--- src/lsr_pkg.sv ---
// Shared constants and codes for the slope-intercept line rasterizer.
// Used by the top level and the testbench; depends on nothing.
package lsr_pkg;

  // Default geometry.
  localparam int COORD_BITS_DEF = 12;
  localparam int FRAC_BITS_DEF  = 16;

  // Fixed field widths.
  localparam int OFFSET_BITS    = 12;
  localparam int OUT_BITS       = 13;
  localparam int SLOPE_BITS     = 32;
  localparam int OUT_TDATA_BITS = ((2 * OUT_BITS + 7) / 8) * 8;

  // Quotient bits kept for the per-point division; larger values saturate anyway.
  localparam int PXQ_BITS       = 13;

  // Endpoint scaling.
  localparam int SCALE_LIMIT    = 10;
  localparam int SCALE_FACTOR   = 10;

  // Offset register reset values.
  localparam int OFFSET_X_RESET = 320;
  localparam int OFFSET_Y_RESET = 240;

  // Request codes carried in in_tuser.
  localparam logic OP_LOAD = 1'b0;
  localparam logic OP_STEP = 1'b1;

  // Configuration register indexes.
  localparam int CFG_INDEX_BITS = 2;
  localparam logic [CFG_INDEX_BITS-1:0] REG_OFFSET_X = 2'd0;
  localparam logic [CFG_INDEX_BITS-1:0] REG_OFFSET_Y = 2'd1;

endpackage

--- src/lsr_div.sv ---
// Restoring unsigned divider, one quotient bit per cycle.
// Stand-alone; the top level supplies widths from its parameters.
module lsr_div #(
  parameter int DVW = 32,
  parameter int FW  = 35,
  parameter int CW  = 6
) (
  input  logic           clk,
  input  logic           rst_n,
  input  logic           start,
  input  logic [DVW-1:0] divisor,
  input  logic [DVW-1:0] rem_init,  // must be below divisor
  input  logic [FW-1:0]  feed,      // dividend bits, most significant first
  input  logic [CW-1:0]  count,     // number of bits to shift in, at least one
  output logic           done,
  output logic [FW-1:0]  quot
);

  logic           busy_r, busy_nxt;
  logic           done_r, done_nxt;
  logic [CW-1:0]  cnt_r, cnt_nxt;
  logic [DVW-1:0] d_r, d_nxt;
  logic [DVW-1:0] rem_r, rem_nxt;
  logic [FW-1:0]  feed_r, feed_nxt;
  logic [FW-1:0]  q_r, q_nxt;

  logic [DVW:0]   trial;
  logic [DVW:0]   diff;
  logic           fits;

  // One trial subtraction per cycle.
  always_comb begin
    trial    = {rem_r, feed_r[FW-1]};
    diff     = trial - {1'b0, d_r};
    fits     = (trial >= {1'b0, d_r});
    busy_nxt = busy_r;
    done_nxt = 1'b0;
    cnt_nxt  = cnt_r;
    d_nxt    = d_r;
    rem_nxt  = rem_r;
    feed_nxt = feed_r;
    q_nxt    = q_r;
    if (start) begin
      busy_nxt = 1'b1;
      cnt_nxt  = count;
      d_nxt    = divisor;
      rem_nxt  = rem_init;
      feed_nxt = feed;
      q_nxt    = '0;
    end else if (busy_r) begin
      rem_nxt  = fits ? diff[DVW-1:0] : trial[DVW-1:0];
      feed_nxt = {feed_r[FW-2:0], 1'b0};
      q_nxt    = {q_r[FW-2:0], fits};
      cnt_nxt  = cnt_r - CW'(1);
      if (cnt_r == CW'(1)) begin
        busy_nxt = 1'b0;
        done_nxt = 1'b1;
      end
    end
  end

  // Control state is reset; the datapath is not.
  always_ff @(posedge clk) begin
    if (!rst_n) begin
      busy_r <= 1'b0;
      done_r <= 1'b0;
      cnt_r  <= '0;
    end else begin
      busy_r <= busy_nxt;
      done_r <= done_nxt;
      cnt_r  <= cnt_nxt;
    end
  end

  always_ff @(posedge clk) begin
    d_r    <= d_nxt;
    rem_r  <= rem_nxt;
    feed_r <= feed_nxt;
    q_r    <= q_nxt;
  end

  assign done = done_r;
  assign quot = q_r;

endmodule

--- src/lsr_mul.sv ---
// Registered signed multiplier shared by the intercept and the x-major points.
// Stand-alone; widths come from the top level.
module lsr_mul #(
  parameter int AW = 32,
  parameter int BW = 16
) (
  input  logic                  clk,
  input  logic signed [AW-1:0]  a,
  input  logic signed [BW-1:0]  b,
  output logic signed [AW+BW-1:0] p
);

  logic signed [AW+BW-1:0] p_r;

  // Full product, registered.
  always_ff @(posedge clk) begin
    p_r <= (AW + BW)'(a) * (AW + BW)'(b);
  end

  assign p = p_r;

endmodule

--- src/slope_intercept_line_rasterizer.sv ---
// Slope-intercept line rasterizer: load request sets up a line, step request emits a point.
// A load sets up the range, runs the slope divider unless dx is zero, then forms the intercept.
// An x-major step goes through the shared multiplier; a y-major step through the same divider
// unless x saturates; other steps go straight to the output.
// The block takes one request at a time; a result may wait in the output register meanwhile.
// Synchronous active-low reset clears the line state and sets the offsets to 320 and 240.
module slope_intercept_line_rasterizer #(
  parameter int COORD_BITS = lsr_pkg::COORD_BITS_DEF,
  parameter int FRAC_BITS  = lsr_pkg::FRAC_BITS_DEF
) (
  input  logic clk,
  input  logic rst_n,
  // in_tdata: x_start, y_start, x_finish, y_finish (COORD_BITS each), zero padded
  input  logic                                  in_tvalid,
  output logic                                  in_tready,
  input  logic [((4*COORD_BITS+7)/8)*8-1:0]     in_tdata,
  // in_tuser: op
  input  logic                                  in_tuser,
  // out_tdata: point_x, point_y (13 bits each), zero padded
  output logic                                  out_tvalid,
  input  logic                                  out_tready,
  output logic [lsr_pkg::OUT_TDATA_BITS-1:0]    out_tdata,
  // out_tuser: point_valid
  output logic                                  out_tuser,
  output logic                                  out_tlast,
  input  logic                                  cfg_we,
  input  logic [lsr_pkg::CFG_INDEX_BITS-1:0]    cfg_index,
  input  logic [lsr_pkg::OFFSET_BITS-1:0]       cfg_wdata
);

  localparam int CB   = COORD_BITS;
  localparam int F    = FRAC_BITS;
  localparam int DW   = CB + 4;
  localparam int NM   = CB + 3 + F;
  localparam int SB   = lsr_pkg::SLOPE_BITS;
  localparam int PW   = SB + DW;
  localparam int IW   = PW + 1;
  localparam int SUMW = IW + 1;
  localparam int SATW = SUMW + 1;
  localparam int QB   = lsr_pkg::PXQ_BITS;
  localparam int OW   = lsr_pkg::OUT_BITS;
  localparam int OFW  = lsr_pkg::OFFSET_BITS;
  localparam int ODW  = lsr_pkg::OUT_TDATA_BITS;
  localparam int SQW  = NM + SB;
  localparam int CW   = $clog2(NM + 1);

  localparam logic [SQW-1:0] SMAG_MAX = (SQW'(1) << (SB - 1)) - SQW'(1);
  localparam logic [SQW-1:0] SMAG_MIN = SQW'(1) << (SB - 1);
  localparam logic signed [SB-1:0] SLOPE_MAX = {1'b0, {(SB-1){1'b1}}};
  localparam logic signed [SB-1:0] SLOPE_MIN = {1'b1, {(SB-1){1'b0}}};
  localparam logic signed [SUMW-1:0] PX_CLAMP = {{(SUMW-QB){1'b0}}, {QB{1'b1}}};
  localparam logic signed [SATW-1:0] OUT_MAX = SATW'((2 ** (OW - 1)) - 1);
  localparam logic signed [SATW-1:0] OUT_MIN = SATW'(-(2 ** (OW - 1)));

  typedef enum logic [3:0] {
    S_IDLE, S_LD_PREP, S_LD_DIV, S_LD_MUL, S_LD_INT,
    S_X_MUL, S_X_SUM, S_Y_NUM, S_Y_CHK, S_Y_DIV, S_OUT
  } state_t;

  state_t state_r, state_nxt;

  // Control registers.
  logic                   out_valid_r, out_valid_nxt;
  logic                   active_r, active_nxt;
  logic                   xmaj_r, xmaj_nxt;
  logic signed [OFW-1:0]  ox_r, ox_nxt;
  logic signed [OFW-1:0]  oy_r, oy_nxt;
  logic signed [SB-1:0]   slope_r, slope_nxt;
  logic signed [IW-1:0]   int_r, int_nxt;
  logic signed [DW-1:0]   pos_r, pos_nxt;
  logic signed [DW-1:0]   lim_r, lim_nxt;
  logic signed [DW-1:0]   anchor_r, anchor_nxt;

  // Datapath registers.
  logic [OW-1:0]          out_x_r, out_x_nxt;
  logic [OW-1:0]          out_y_r, out_y_nxt;
  logic                   out_pv_r, out_pv_nxt;
  logic                   out_last_r, out_last_nxt;
  logic signed [DW-1:0]   xs_r, xs_nxt;
  logic signed [DW-1:0]   ys_r, ys_nxt;
  logic signed [DW-1:0]   xe_r, xe_nxt;
  logic signed [DW-1:0]   ye_r, ye_nxt;
  logic                   sneg_r, sneg_nxt;
  logic [SUMW-1:0]        ymag_r, ymag_nxt;
  logic                   yneg_r, yneg_nxt;
  logic signed [SUMW-1:0] px_r, px_nxt;
  logic signed [SUMW-1:0] py_r, py_nxt;
  logic                   res_valid_r, res_valid_nxt;

  // Input fields.
  logic signed [CB-1:0]   in_xs, in_ys, in_xe, in_ye;
  logic                   small_all;
  logic                   in_fire;

  // Working values.
  logic signed [DW-1:0]   dx, dy;
  logic [DW-1:0]          dx_mag, dy_mag;
  logic [SQW-1:0]         sq_ext;
  logic signed [SUMW-1:0] x_sum, x_adj, y_num;
  logic [SUMW-1:0]        x_rnd;
  logic [SB-1:0]          smag;
  logic [SUMW-1:0]        y_hi;
  logic signed [SUMW-1:0] y_q;
  logic signed [SATW-1:0] sat_x, sat_y;
  logic                   is_last;

  // Shared units.
  logic                   div_start;
  logic [SB-1:0]          div_divisor, div_rem;
  logic [NM-1:0]          div_feed;
  logic [CW-1:0]          div_count;
  logic                   div_done;
  logic [NM-1:0]          div_q;
  logic signed [DW-1:0]   mul_b;
  logic signed [PW-1:0]   mul_p;

  lsr_div #(
    .DVW(SB),
    .FW (NM),
    .CW (CW)
  ) u_div (
    .clk     (clk),
    .rst_n   (rst_n),
    .start   (div_start),
    .divisor (div_divisor),
    .rem_init(div_rem),
    .feed    (div_feed),
    .count   (div_count),
    .done    (div_done),
    .quot    (div_q)
  );

  // The multiplier forms slope*x_start during the load and slope*x for x-major points.
  assign mul_b = (state_r == S_LD_MUL) ? anchor_r : pos_r;

  lsr_mul #(
    .AW(SB),
    .BW(DW)
  ) u_mul (
    .clk(clk),
    .a  (slope_r),
    .b  (mul_b),
    .p  (mul_p)
  );

  // Handshake and field unpacking.
  assign in_tready = (state_r == S_IDLE);
  assign in_fire   = in_tvalid && in_tready;
  assign in_xs     = in_tdata[CB-1:0];
  assign in_ys     = in_tdata[2*CB-1:CB];
  assign in_xe     = in_tdata[3*CB-1:2*CB];
  assign in_ye     = in_tdata[4*CB-1:3*CB];
  assign small_all = (in_xs < lsr_pkg::SCALE_LIMIT) && (in_ys < lsr_pkg::SCALE_LIMIT) &&
                     (in_xe < lsr_pkg::SCALE_LIMIT) && (in_ye < lsr_pkg::SCALE_LIMIT);

  // Arithmetic shared by the sequencer states.
  always_comb begin
    dx      = xe_r - xs_r;
    dy      = ye_r - ys_r;
    dx_mag  = dx[DW-1] ? DW'(-dx) : DW'(dx);
    dy_mag  = dy[DW-1] ? DW'(-dy) : DW'(dy);
    sq_ext  = SQW'(div_q);
    x_sum   = SUMW'(mul_p) + SUMW'(int_r);
    x_rnd   = {{(SUMW-F){1'b0}}, {F{x_sum[SUMW-1]}}};
    x_adj   = x_sum + $signed(x_rnd);
    y_num   = SUMW'($signed({pos_r, {F{1'b0}}})) - SUMW'(int_r);
    smag    = slope_r[SB-1] ? SB'(-slope_r) : SB'(slope_r);
    y_hi    = ymag_r >> QB;
    y_q     = $signed(SUMW'(div_q[QB-1:0]));
    sat_x   = SATW'(px_r) + SATW'(ox_r);
    sat_y   = SATW'(py_r) + SATW'(oy_r);
    is_last = (pos_r == lim_r);
  end

  // Sequencer.
  always_comb begin
    state_nxt     = state_r;
    out_valid_nxt = out_valid_r;
    active_nxt    = active_r;
    xmaj_nxt      = xmaj_r;
    ox_nxt        = ox_r;
    oy_nxt        = oy_r;
    slope_nxt     = slope_r;
    int_nxt       = int_r;
    pos_nxt       = pos_r;
    lim_nxt       = lim_r;
    anchor_nxt    = anchor_r;
    out_x_nxt     = out_x_r;
    out_y_nxt     = out_y_r;
    out_pv_nxt    = out_pv_r;
    out_last_nxt  = out_last_r;
    xs_nxt        = xs_r;
    ys_nxt        = ys_r;
    xe_nxt        = xe_r;
    ye_nxt        = ye_r;
    sneg_nxt      = sneg_r;
    ymag_nxt      = ymag_r;
    yneg_nxt      = yneg_r;
    px_nxt        = px_r;
    py_nxt        = py_r;
    res_valid_nxt = res_valid_r;
    div_start     = 1'b0;
    div_divisor   = smag;
    div_rem       = '0;
    div_feed      = '0;
    div_count     = CW'(QB);

    // Offset register writes.
    if (cfg_we && (cfg_index == lsr_pkg::REG_OFFSET_X)) begin
      ox_nxt = cfg_wdata;
    end
    if (cfg_we && (cfg_index == lsr_pkg::REG_OFFSET_Y)) begin
      oy_nxt = cfg_wdata;
    end

    // A waiting result leaves when taken.
    if (out_valid_r && out_tready) begin
      out_valid_nxt = 1'b0;
    end

    case (state_r)
      S_IDLE: begin
        if (in_fire && (in_tuser == lsr_pkg::OP_LOAD)) begin
          // Scale small endpoints up by ten.
          if (small_all) begin
            xs_nxt = DW'(in_xs * lsr_pkg::SCALE_FACTOR);
            ys_nxt = DW'(in_ys * lsr_pkg::SCALE_FACTOR);
            xe_nxt = DW'(in_xe * lsr_pkg::SCALE_FACTOR);
            ye_nxt = DW'(in_ye * lsr_pkg::SCALE_FACTOR);
          end else begin
            xs_nxt = DW'(in_xs);
            ys_nxt = DW'(in_ys);
            xe_nxt = DW'(in_xe);
            ye_nxt = DW'(in_ye);
          end
          state_nxt = S_LD_PREP;
        end else if (in_fire) begin
          if (!active_r) begin
            res_valid_nxt = 1'b0;
            state_nxt     = S_OUT;
          end else if (xmaj_r) begin
            state_nxt = S_X_MUL;
          end else if (slope_r == '0) begin
            // Flat slope on a y-major line: x stays at the anchor.
            res_valid_nxt = 1'b1;
            px_nxt        = SUMW'(anchor_r);
            py_nxt        = SUMW'(pos_r);
            state_nxt     = S_OUT;
          end else begin
            state_nxt = S_Y_NUM;
          end
        end
      end

      S_LD_PREP: begin
        // Major axis and range; start the slope division unless dx is zero.
        xmaj_nxt   = (dx > dy);
        anchor_nxt = xs_r;
        if (dx > dy) begin
          pos_nxt    = xs_r;
          lim_nxt    = xe_r;
          active_nxt = (xs_r <= xe_r);
        end else begin
          pos_nxt    = ys_r;
          lim_nxt    = ye_r - DW'(1);
          active_nxt = (ys_r <= ye_r - DW'(1));
        end
        sneg_nxt = dx[DW-1] ^ dy[DW-1];
        if (dx == '0) begin
          slope_nxt = '0;
          state_nxt = S_LD_MUL;
        end else begin
          div_start   = 1'b1;
          div_divisor = SB'(dx_mag);
          div_rem     = '0;
          div_feed    = {dy_mag[CB+2:0], {F{1'b0}}};
          div_count   = CW'(NM);
          state_nxt   = S_LD_DIV;
        end
      end

      S_LD_DIV: begin
        // Signed, saturated slope from the quotient magnitude.
        if (div_done) begin
          if (!sneg_r) begin
            slope_nxt = (sq_ext > SMAG_MAX) ? SLOPE_MAX : $signed(SB'(div_q));
          end else begin
            slope_nxt = (sq_ext > SMAG_MIN) ? SLOPE_MIN : $signed(SB'(-sq_ext));
          end
          state_nxt = S_LD_MUL;
        end
      end

      S_LD_MUL: begin
        state_nxt = S_LD_INT;
      end

      S_LD_INT: begin
        // Intercept is y_start in fixed point minus slope times x_start.
        int_nxt   = IW'($signed({ys_r, {F{1'b0}}})) - IW'(mul_p);
        state_nxt = S_IDLE;
      end

      S_X_MUL: begin
        state_nxt = S_X_SUM;
      end

      S_X_SUM: begin
        // y = (slope*x + intercept) / 2^F, truncated toward zero.
        res_valid_nxt = 1'b1;
        px_nxt        = SUMW'(pos_r);
        py_nxt        = x_adj >>> F;
        state_nxt     = S_OUT;
      end

      S_Y_NUM: begin
        ymag_nxt  = y_num[SUMW-1] ? SUMW'(-y_num) : SUMW'(y_num);
        yneg_nxt  = y_num[SUMW-1] ^ slope_r[SB-1];
        state_nxt = S_Y_CHK;
      end

      S_Y_CHK: begin
        // A quotient too large for the output saturates without dividing.
        res_valid_nxt = 1'b1;
        py_nxt        = SUMW'(pos_r);
        if (y_hi >= SUMW'(smag)) begin
          px_nxt    = yneg_r ? -PX_CLAMP : PX_CLAMP;
          state_nxt = S_OUT;
        end else begin
          div_start   = 1'b1;
          div_divisor = smag;
          div_rem     = SB'(y_hi);
          div_feed    = {ymag_r[QB-1:0], {(NM-QB){1'b0}}};
          div_count   = CW'(QB);
          state_nxt   = S_Y_DIV;
        end
      end

      S_Y_DIV: begin
        if (div_done) begin
          px_nxt    = yneg_r ? -y_q : y_q;
          state_nxt = S_OUT;
        end
      end

      S_OUT: begin
        // Load the result once the output register is free; a valid point also advances the line.
        if (!out_valid_r || out_tready) begin
          out_valid_nxt = 1'b1;
          out_pv_nxt    = res_valid_r;
          if (res_valid_r) begin
            if (sat_x > OUT_MAX) begin
              out_x_nxt = OW'(OUT_MAX);
            end else if (sat_x < OUT_MIN) begin
              out_x_nxt = OW'(OUT_MIN);
            end else begin
              out_x_nxt = OW'(sat_x);
            end
            if (sat_y > OUT_MAX) begin
              out_y_nxt = OW'(OUT_MAX);
            end else if (sat_y < OUT_MIN) begin
              out_y_nxt = OW'(OUT_MIN);
            end else begin
              out_y_nxt = OW'(sat_y);
            end
            out_last_nxt = is_last;
            pos_nxt      = pos_r + DW'(1);
            if (is_last) begin
              active_nxt = 1'b0;
            end
          end else begin
            out_x_nxt    = '0;
            out_y_nxt    = '0;
            out_last_nxt = 1'b0;
          end
          state_nxt = S_IDLE;
        end
      end

      default: begin
        state_nxt = S_IDLE;
      end
    endcase
  end

  // State and line registers.
  always_ff @(posedge clk) begin
    if (!rst_n) begin
      state_r     <= S_IDLE;
      out_valid_r <= 1'b0;
      active_r    <= 1'b0;
      xmaj_r      <= 1'b0;
      ox_r        <= OFW'(lsr_pkg::OFFSET_X_RESET);
      oy_r        <= OFW'(lsr_pkg::OFFSET_Y_RESET);
      slope_r     <= '0;
      int_r       <= '0;
      pos_r       <= '0;
      lim_r       <= '0;
      anchor_r    <= '0;
    end else begin
      state_r     <= state_nxt;
      out_valid_r <= out_valid_nxt;
      active_r    <= active_nxt;
      xmaj_r      <= xmaj_nxt;
      ox_r        <= ox_nxt;
      oy_r        <= oy_nxt;
      slope_r     <= slope_nxt;
      int_r       <= int_nxt;
      pos_r       <= pos_nxt;
      lim_r       <= lim_nxt;
      anchor_r    <= anchor_nxt;
    end
  end

  // Datapath registers.
  always_ff @(posedge clk) begin
    out_x_r     <= out_x_nxt;
    out_y_r     <= out_y_nxt;
    out_pv_r    <= out_pv_nxt;
    out_last_r  <= out_last_nxt;
    xs_r        <= xs_nxt;
    ys_r        <= ys_nxt;
    xe_r        <= xe_nxt;
    ye_r        <= ye_nxt;
    sneg_r      <= sneg_nxt;
    ymag_r      <= ymag_nxt;
    yneg_r      <= yneg_nxt;
    px_r        <= px_nxt;
    py_r        <= py_nxt;
    res_valid_r <= res_valid_nxt;
  end

  assign out_tvalid = out_valid_r;
  assign out_tdata  = {{(ODW-2*OW){1'b0}}, out_y_r, out_x_r};
  assign out_tuser  = out_pv_r;
  assign out_tlast  = out_last_r;

endmodule

--- config.mk ---
export PLATFORM = sky130hd
export DESIGN_NAME = slope_intercept_line_rasterizer
export DESIGN_NICKNAME = d
export VERILOG_FILES = /design/src/lsr_pkg.sv /design/src/lsr_div.sv /design/src/lsr_mul.sv /design/src/slope_intercept_line_rasterizer.sv
export SDC_FILE = /design/constraint.sdc
export NUM_CORES = 2
export LEC_CHECK = 0
export BUFFER_PORTS_ARGS = -buffer_cell sky130_fd_sc_hd__clkbuf_2
export CORE_ASPECT_RATIO = 0.75
export CORE_MARGIN = 3
export CORE_UTILIZATION = 65
export CTS_BUF_LIST = sky130_fd_sc_hd__clkbuf_8
export DETAILED_ROUTE_END_ITERATION = 7
export HOLD_SLACK_MARGIN = 0.05
export PLACE_DENSITY_LB_ADDON = 0.05
export SLEW_MARGIN = 20
export SYNTH_ARGS = -nofsm -noshare
export SYNTH_HDL_FRONTEND = slang
export SYNTH_SLANG_ARGS = --single-unit
--- constraint.sdc ---
create_clock -name clk -period 9.76 [get_ports clk]
set_input_delay 0.976 -clock clk [delete_from_list [all_inputs] [get_ports clk]]
set_output_delay 0.976 -clock clk [all_outputs]
set_load 0.01 [all_outputs]
[Word level (Yosys, flattened, before mapping)]
Index checks and enable logic that the tools add are counted.
Word-level totals
  output and inout bits: 36
  register bits after elaboration: 586
  logic and storage cells: 233
Cells by class
  muxes and demuxes: 88
  multiply operators: 5
  equal/unequal tests: 28
  reductions and logical operators: 33
  add/subtract/negate cells: 18
  bitwise logic cells: 6
  magnitude comparators: 15
Operator list (count)
  50-bit two-way mux: 14
  32-bit two-way mux: 12
  50-bit case mux with 4 select lines: 1
  16-bit two-way mux: 10
  31-bit two-way mux: 5
  50-bit case mux with 3 select lines: 1
  50-bit by 12-bit adder with 51-bit output: 2
  51-bit by 13-bit greater-than comparator with 1-bit output (second input constant): 2
  51-bit by 13-bit < comparator with 1-bit output (second input constant): 2
  32-bit case mux with 2 select lines: 1
  31-bit case mux with 2 select lines: 1
  12-bit by 4-bit multiplier with 15-bit output (second input constant): 4
  48-bit by 49-bit adder with 50-bit output: 1
  50-bit by 17-bit adder with 50-bit output: 1
  13-bit negation with 50-bit output: 1
  50-bit negation: 1
  32-bit by 49-bit subtractor with 50-bit output: 1
  49-bit two-way mux: 1
  32-bit by 48-bit subtractor with 49-bit output: 1
  12-bit by 5-bit < comparator with 1-bit output (second input constant): 4
  32-bit by 16-bit multiplier with 48-bit output: 1
  4-bit case mux with 10 select lines: 1
  37-bit by 32-bit greater-or-equal comparator with 1-bit output: 1
  33-bit by 32-bit greater-or-equal comparator with 1-bit output: 1
  other kinds (54): 123

[Depth between registers and ports, before layout]
  depth in word-level cells: 7
  mapped depth: 32

[Cells and area by module]
From an unflattened synthesis, not the netlist that was laid out.
Unflattened totals
  cells, all modules: 7347
  area total of the unflattened synthesis: 62463.7 µm²
Modules (own cells, without submodules)
  slope_intercept_line_rasterizer: area an instance 36175.9 µm², times used 1, seq. area each 9389.0 µm², cells an instance 4527
  lsr_mul: area an instance 19073.3 µm², times used 1, seq. area each 960.9 µm², cells an instance 2148
  lsr_div: area an instance 7214.4 µm², times used 1, seq. area each 3613.5 µm², cells an instance 672

[Worst setup path after synthesis]
OpenSTA, ideal clock, no wires.
  path type: reg2reg
  start: register state_r[3]
  end: register u_mul.p_r[47] (netlist: u_mul.p[47])
  cell stages (with the launch flop): 28
  arrival time: 7919 ps
  setup slack: 1763 ps
  buffers on the path: 3
  cell sequence: dfxtp_1 > clkbuf_1 > nand2b_1 > nor2_1 > buf_1 > mux2i_1 > clkbuf_1 > nor2_1 > fa_1 > fa_1 > fa_1 > fa_1 > fa_1 > inv_1 > fa_1 > inv_1 > ha_1 > a21o_1 > a21o_1 > a2111oi_0 > o31ai_1 > a41oi_1 > o21ba_2 > o21ai_0 > a41oi_1 > o21ai_0 > and4_1 > nor3_1
Between the ends
  word-level cells in the longest chain between the ends: 3
Ends and longest elaborated chain
  start: declaration: line slope_intercept_line_rasterizer.sv:60  | state_t state_r, state_nxt;
  start signal: assignment: line slope_intercept_line_rasterizer.sv:401  | state_r <= state_nxt;
  4-bit by 2-bit == test with 1-bit output: line slope_intercept_line_rasterizer.sv:134  | assign mul_b = (state_r == S_LD_MUL) ? anchor_r : pos_r;
  16-bit two-way mux: line slope_intercept_line_rasterizer.sv:134
  32-bit by 16-bit multiplier with 48-bit output: line lsr_mul.sv:17  | p_r <= (AW + BW)'(a) * (AW + BW)'(b);
  end signal: assignment: line lsr_mul.sv:17
  end: declaration: line lsr_mul.sv:13  | logic signed [AW+BW-1:0] p_r;
No other way between the ends.
A chain may end at the register's enable or synchronous reset.

[Worst setup path in the final report]
  start: register state_r[1]
  end: register u_mul.p_r[47] (netlist: u_mul.p[47])
Same word-level chain as after synthesis.

==> metrics.txt <==
postcts setup bufs 0; hold path cells 3; Synthesis Warnings 0; critical path arrival 9.96 ns; CTS clk-pin slew, worst paths ~0.07 ns; Mapped Cells 7361; WL final approximately 200 mm; commonest non-fill, non-tap cell in the layout nand2_1; IO Pins around 100; worst-skew pair later-pin latency roughly 0.80 ns; vias per cell roughly 6.4; Max Freq between 100 and 150 MHz; final net count ~8400; Worst setup SP type register; top cell type's share of synthesized area 16.0%; Sequential Power Share about a quarter; Top FF cell, synth edfxtp_1; # clock sinks ~530; Vias 55400; CP max FO 30; fin crit period 9.23 ns; first-pass GRT wire length 310 mm; WP data required 10.48 ns; total power around 14 mW; Multi-input gate area between 40000 and 50000 um2; max-cap viol count 0; wire length on met3 27.4 mm; DIE AREA between 90000 and 100000 um2; met2 routed wirelength between 70 and 80 mm; Seq/Total Area, Yosys between 20% and 30%; vias in the first global route 52400; GRT Residual Overflow 0; DRT antenna net count 0; Internal between 7 and 8 mW; Slew Limit Fails 0; HPWL after DPL 160 mm; post-synth cell types between 100 and 150; pwr/cell area 209 nW/um2; Final Util between 60% and 70%; Sw Pwr between 6 and 7 mW; PortBufs 97; num rows 97; Metal-1 WL roughly 86 mm; Yosys top cell by area fa_1; CTS tree done; worst reg2reg path depth 27; antenna violations before repair 11; cell area after placement 63600 um2; drt first-iter violations roughly 6700; top layer reached by signal wires met5; Final Skew 0.0660 ns; Setup CP Type register to register; Area contributors post-synth fa_1 (16%), edfxtp_1 (14%), ha_1 (11%); outcome finished, final reports clean; Hold Buf Count CTS 0; gpl congestion between 1 and 1.5; H-tree depth 3; Synth async-reset ratio 0%; leakage around 30 nW; global-route usage over all layers slightly above 40%; area of the mapped netlist 62100 um2; Gate power share 58.2%; fin area 65800 um2; Syn-to-layout area delta 5.98%; Switching Share a little under half; Clock power frac between 10% and 20%; DRC Markers 0; hold violation total from the final report 0; unrepaired setup endpoints after global routing no; layout filler cell count 7730; #FFs+latches synth around 530; PostCTS Resize Cnt 0; largest net degree at the start of global routing between 80 and 90; Rel. slew slack a little under a quarter; CP endpoint kind register; CTS Buf Count a little over 90; CTS Buffer Depth 3; post-synthesis area per instance roughly 8.4 um2; core box area about 94000 um2; hold slack final between 0.4 and 0.5 ns; Worst VDD drop between 0.4 and 0.5 mV; clk root buf clkbuf_8; setup TNS 0 ns; most frequent cells in the layout nand2_1 (899), inv_1 (896), ha_1 (530); FF/Latch Area around 13000 um2; Post-synth EDFFs 285; Final Setup Violations 0; Die Ht 274 um; Slew @ Worst Pin between 1 and 1.5 ns; share of layout cells above drive strength 1 under 10%; DIE WIDTH around 360 um; Final period util a little over nine tenths; worst hold path type primary input to register; WL per Instance roughly 23 um; Starting Density 66.0%; drt first pass iters 7
[logic make-up after synthesis]
| family | count (synthesis) | synth area share, % |
|---|---|---|
| other | 1 | 0.00604 |
| buffers and inverters | 1226 | 7.49 |
| flip-flops | 531 | 21.7 |
| AO/OA/AOI/OAI | 1654 | 17.2 |
| multiplexers | 117 | 1.93 |
| AND/OR/NAND/NOR | 2320 | 18.1 |
| XOR/XNOR | 486 | 6.87 |
| adder cells (fa/ha/maj) | 1026 | 26.7 |
[metal layers]
metal  global-route usage (%)  up-vias
met5                        0        -
met4                     18.3        4
li1                         -    25100
met3                     12.8      485
met1                     58.9    26500
met2                     55.0     3248
[metrics by stage]
stage	setup WS, ns	instances
finish	0.527	8635
global route	0.0698	8629
CTS	0.674	8623
detailed placement	0.640	8452
global placement	0.831	8452
floorplan	1.76	7366
[area by class of cell]
| type | instances | area share [%] |
|---|---|---|
| multi-input cells | 5609 | 67.0 |
| flip-flops and latches | 531 | 20.5 |
| inverters | 877 | 5.01 |
| well taps | 1237 | 2.35 |
| clock buffers | 107 | 2.24 |
| repair buffers | 200 | 1.97 |
| clock inverters | 64 | 0.881 |
| diodes | 10 | 0.0381 |
[worst paths after layout]
| check | startpoint | slack (ns) | end |
|---|---|---|---|
| worst max-delay path | state_r[1]$_SDFFE_PN0P_ | 0.53 | u_mul.p[47]$_DFF_P_ |
| worst min-delay path | cfg_wdata[7] | 0.46 | oy_r[7]$_SDFFE_PN1P_ |
| worst max register to register | state_r[1]$_SDFFE_PN0P_ | 0.53 | u_mul.p[47]$_DFF_P_ |
| worst min register to register | oy_r[3]$_SDFFE_PN0P_ | 0.47 | oy_r[3]$_SDFFE_PN0P_ |
[synthesized netlist by cell type (all sizes together) (18+ instances only)]
master,number
nand2,900
nand3b,20
a31o,21
mux2,20
o22ai,18
ha,530
or2,34
clkbuf,309
dfxtp,246
nor2b,92
fa,496
o211ai,55
mux2i,97
xnor2,254
nand2b,40
nor3,140
buf,40
o21ai,352
xor2,232
nand4,71
nor2,414
a22oi,18
a211oi,43
or4,31
a21oi,509
and2,203
o31ai,61
and3,58
or3,52
a211o,21
o311ai,20
inv,875
a31oi,51
and4,24
o21a,54
o21bai,71
nor4,49
a21o,169
nand3,136
edfxtp,285
o41ai,20
[sequential cells by signal (all words and copies together) (netlist names), 4 cells and up]
signal,flops
lim_r,16
u_div.quot,31
u_div.d_r,32
ymag_r,50
ye_r,16
u_div.cnt_r,5
py_r,34
state_r,4
slope_r,32
px_r,27
u_mul.p,48
xs_r,16
ox_r,12
u_div.feed_r,15
out_y_r,13
xe_r,16
out_x_r,13
pos_r,16
ys_r,16
anchor_r,16
u_div.rem_r,32
int_r,49
oy_r,12
[power by group through the flow]
stage | Sequential [mW] | Clock [mW] | Combinational, mW
after global placement | 3.43 | 0 | 7.49
after detailed placement | 3.44 | 0 | 7.65
after floorplan | 3.23 | 0 | 5.64
after CTS | 3.39 | 2.34 | 7.70
after global routing | 3.40 | 2.44 | 8.65
final | 3.40 | 2.34 | 7.98
[critical path, cell delays in order (launching register included)]
cell	delay (ns)
dfxtp_1	0.54
nand2b_1	0.18
nor2_2	0.14
buf_4	0.41
mux2_2	0.66
and2_1	0.29
fa_1	0.47
inv_1	0.05
fa_1	0.51
fa_1	0.53
inv_1	0.06
fa_1	0.46
fa_1	0.56
inv_1	0.06
fa_1	0.53
inv_1	0.05
ha_1	0.36
a21o_1	0.18
a21o_1	0.18
a2111oi_0	0.57
o31ai_1	0.17
a41oi_1	0.48
o21ba_2	0.28
o21ai_0	0.17
a41oi_1	0.48
o21ai_0	0.29
and4_1	0.27
nor3_1	0.17
Note: power is estimated with default switching activity, not from simulation.
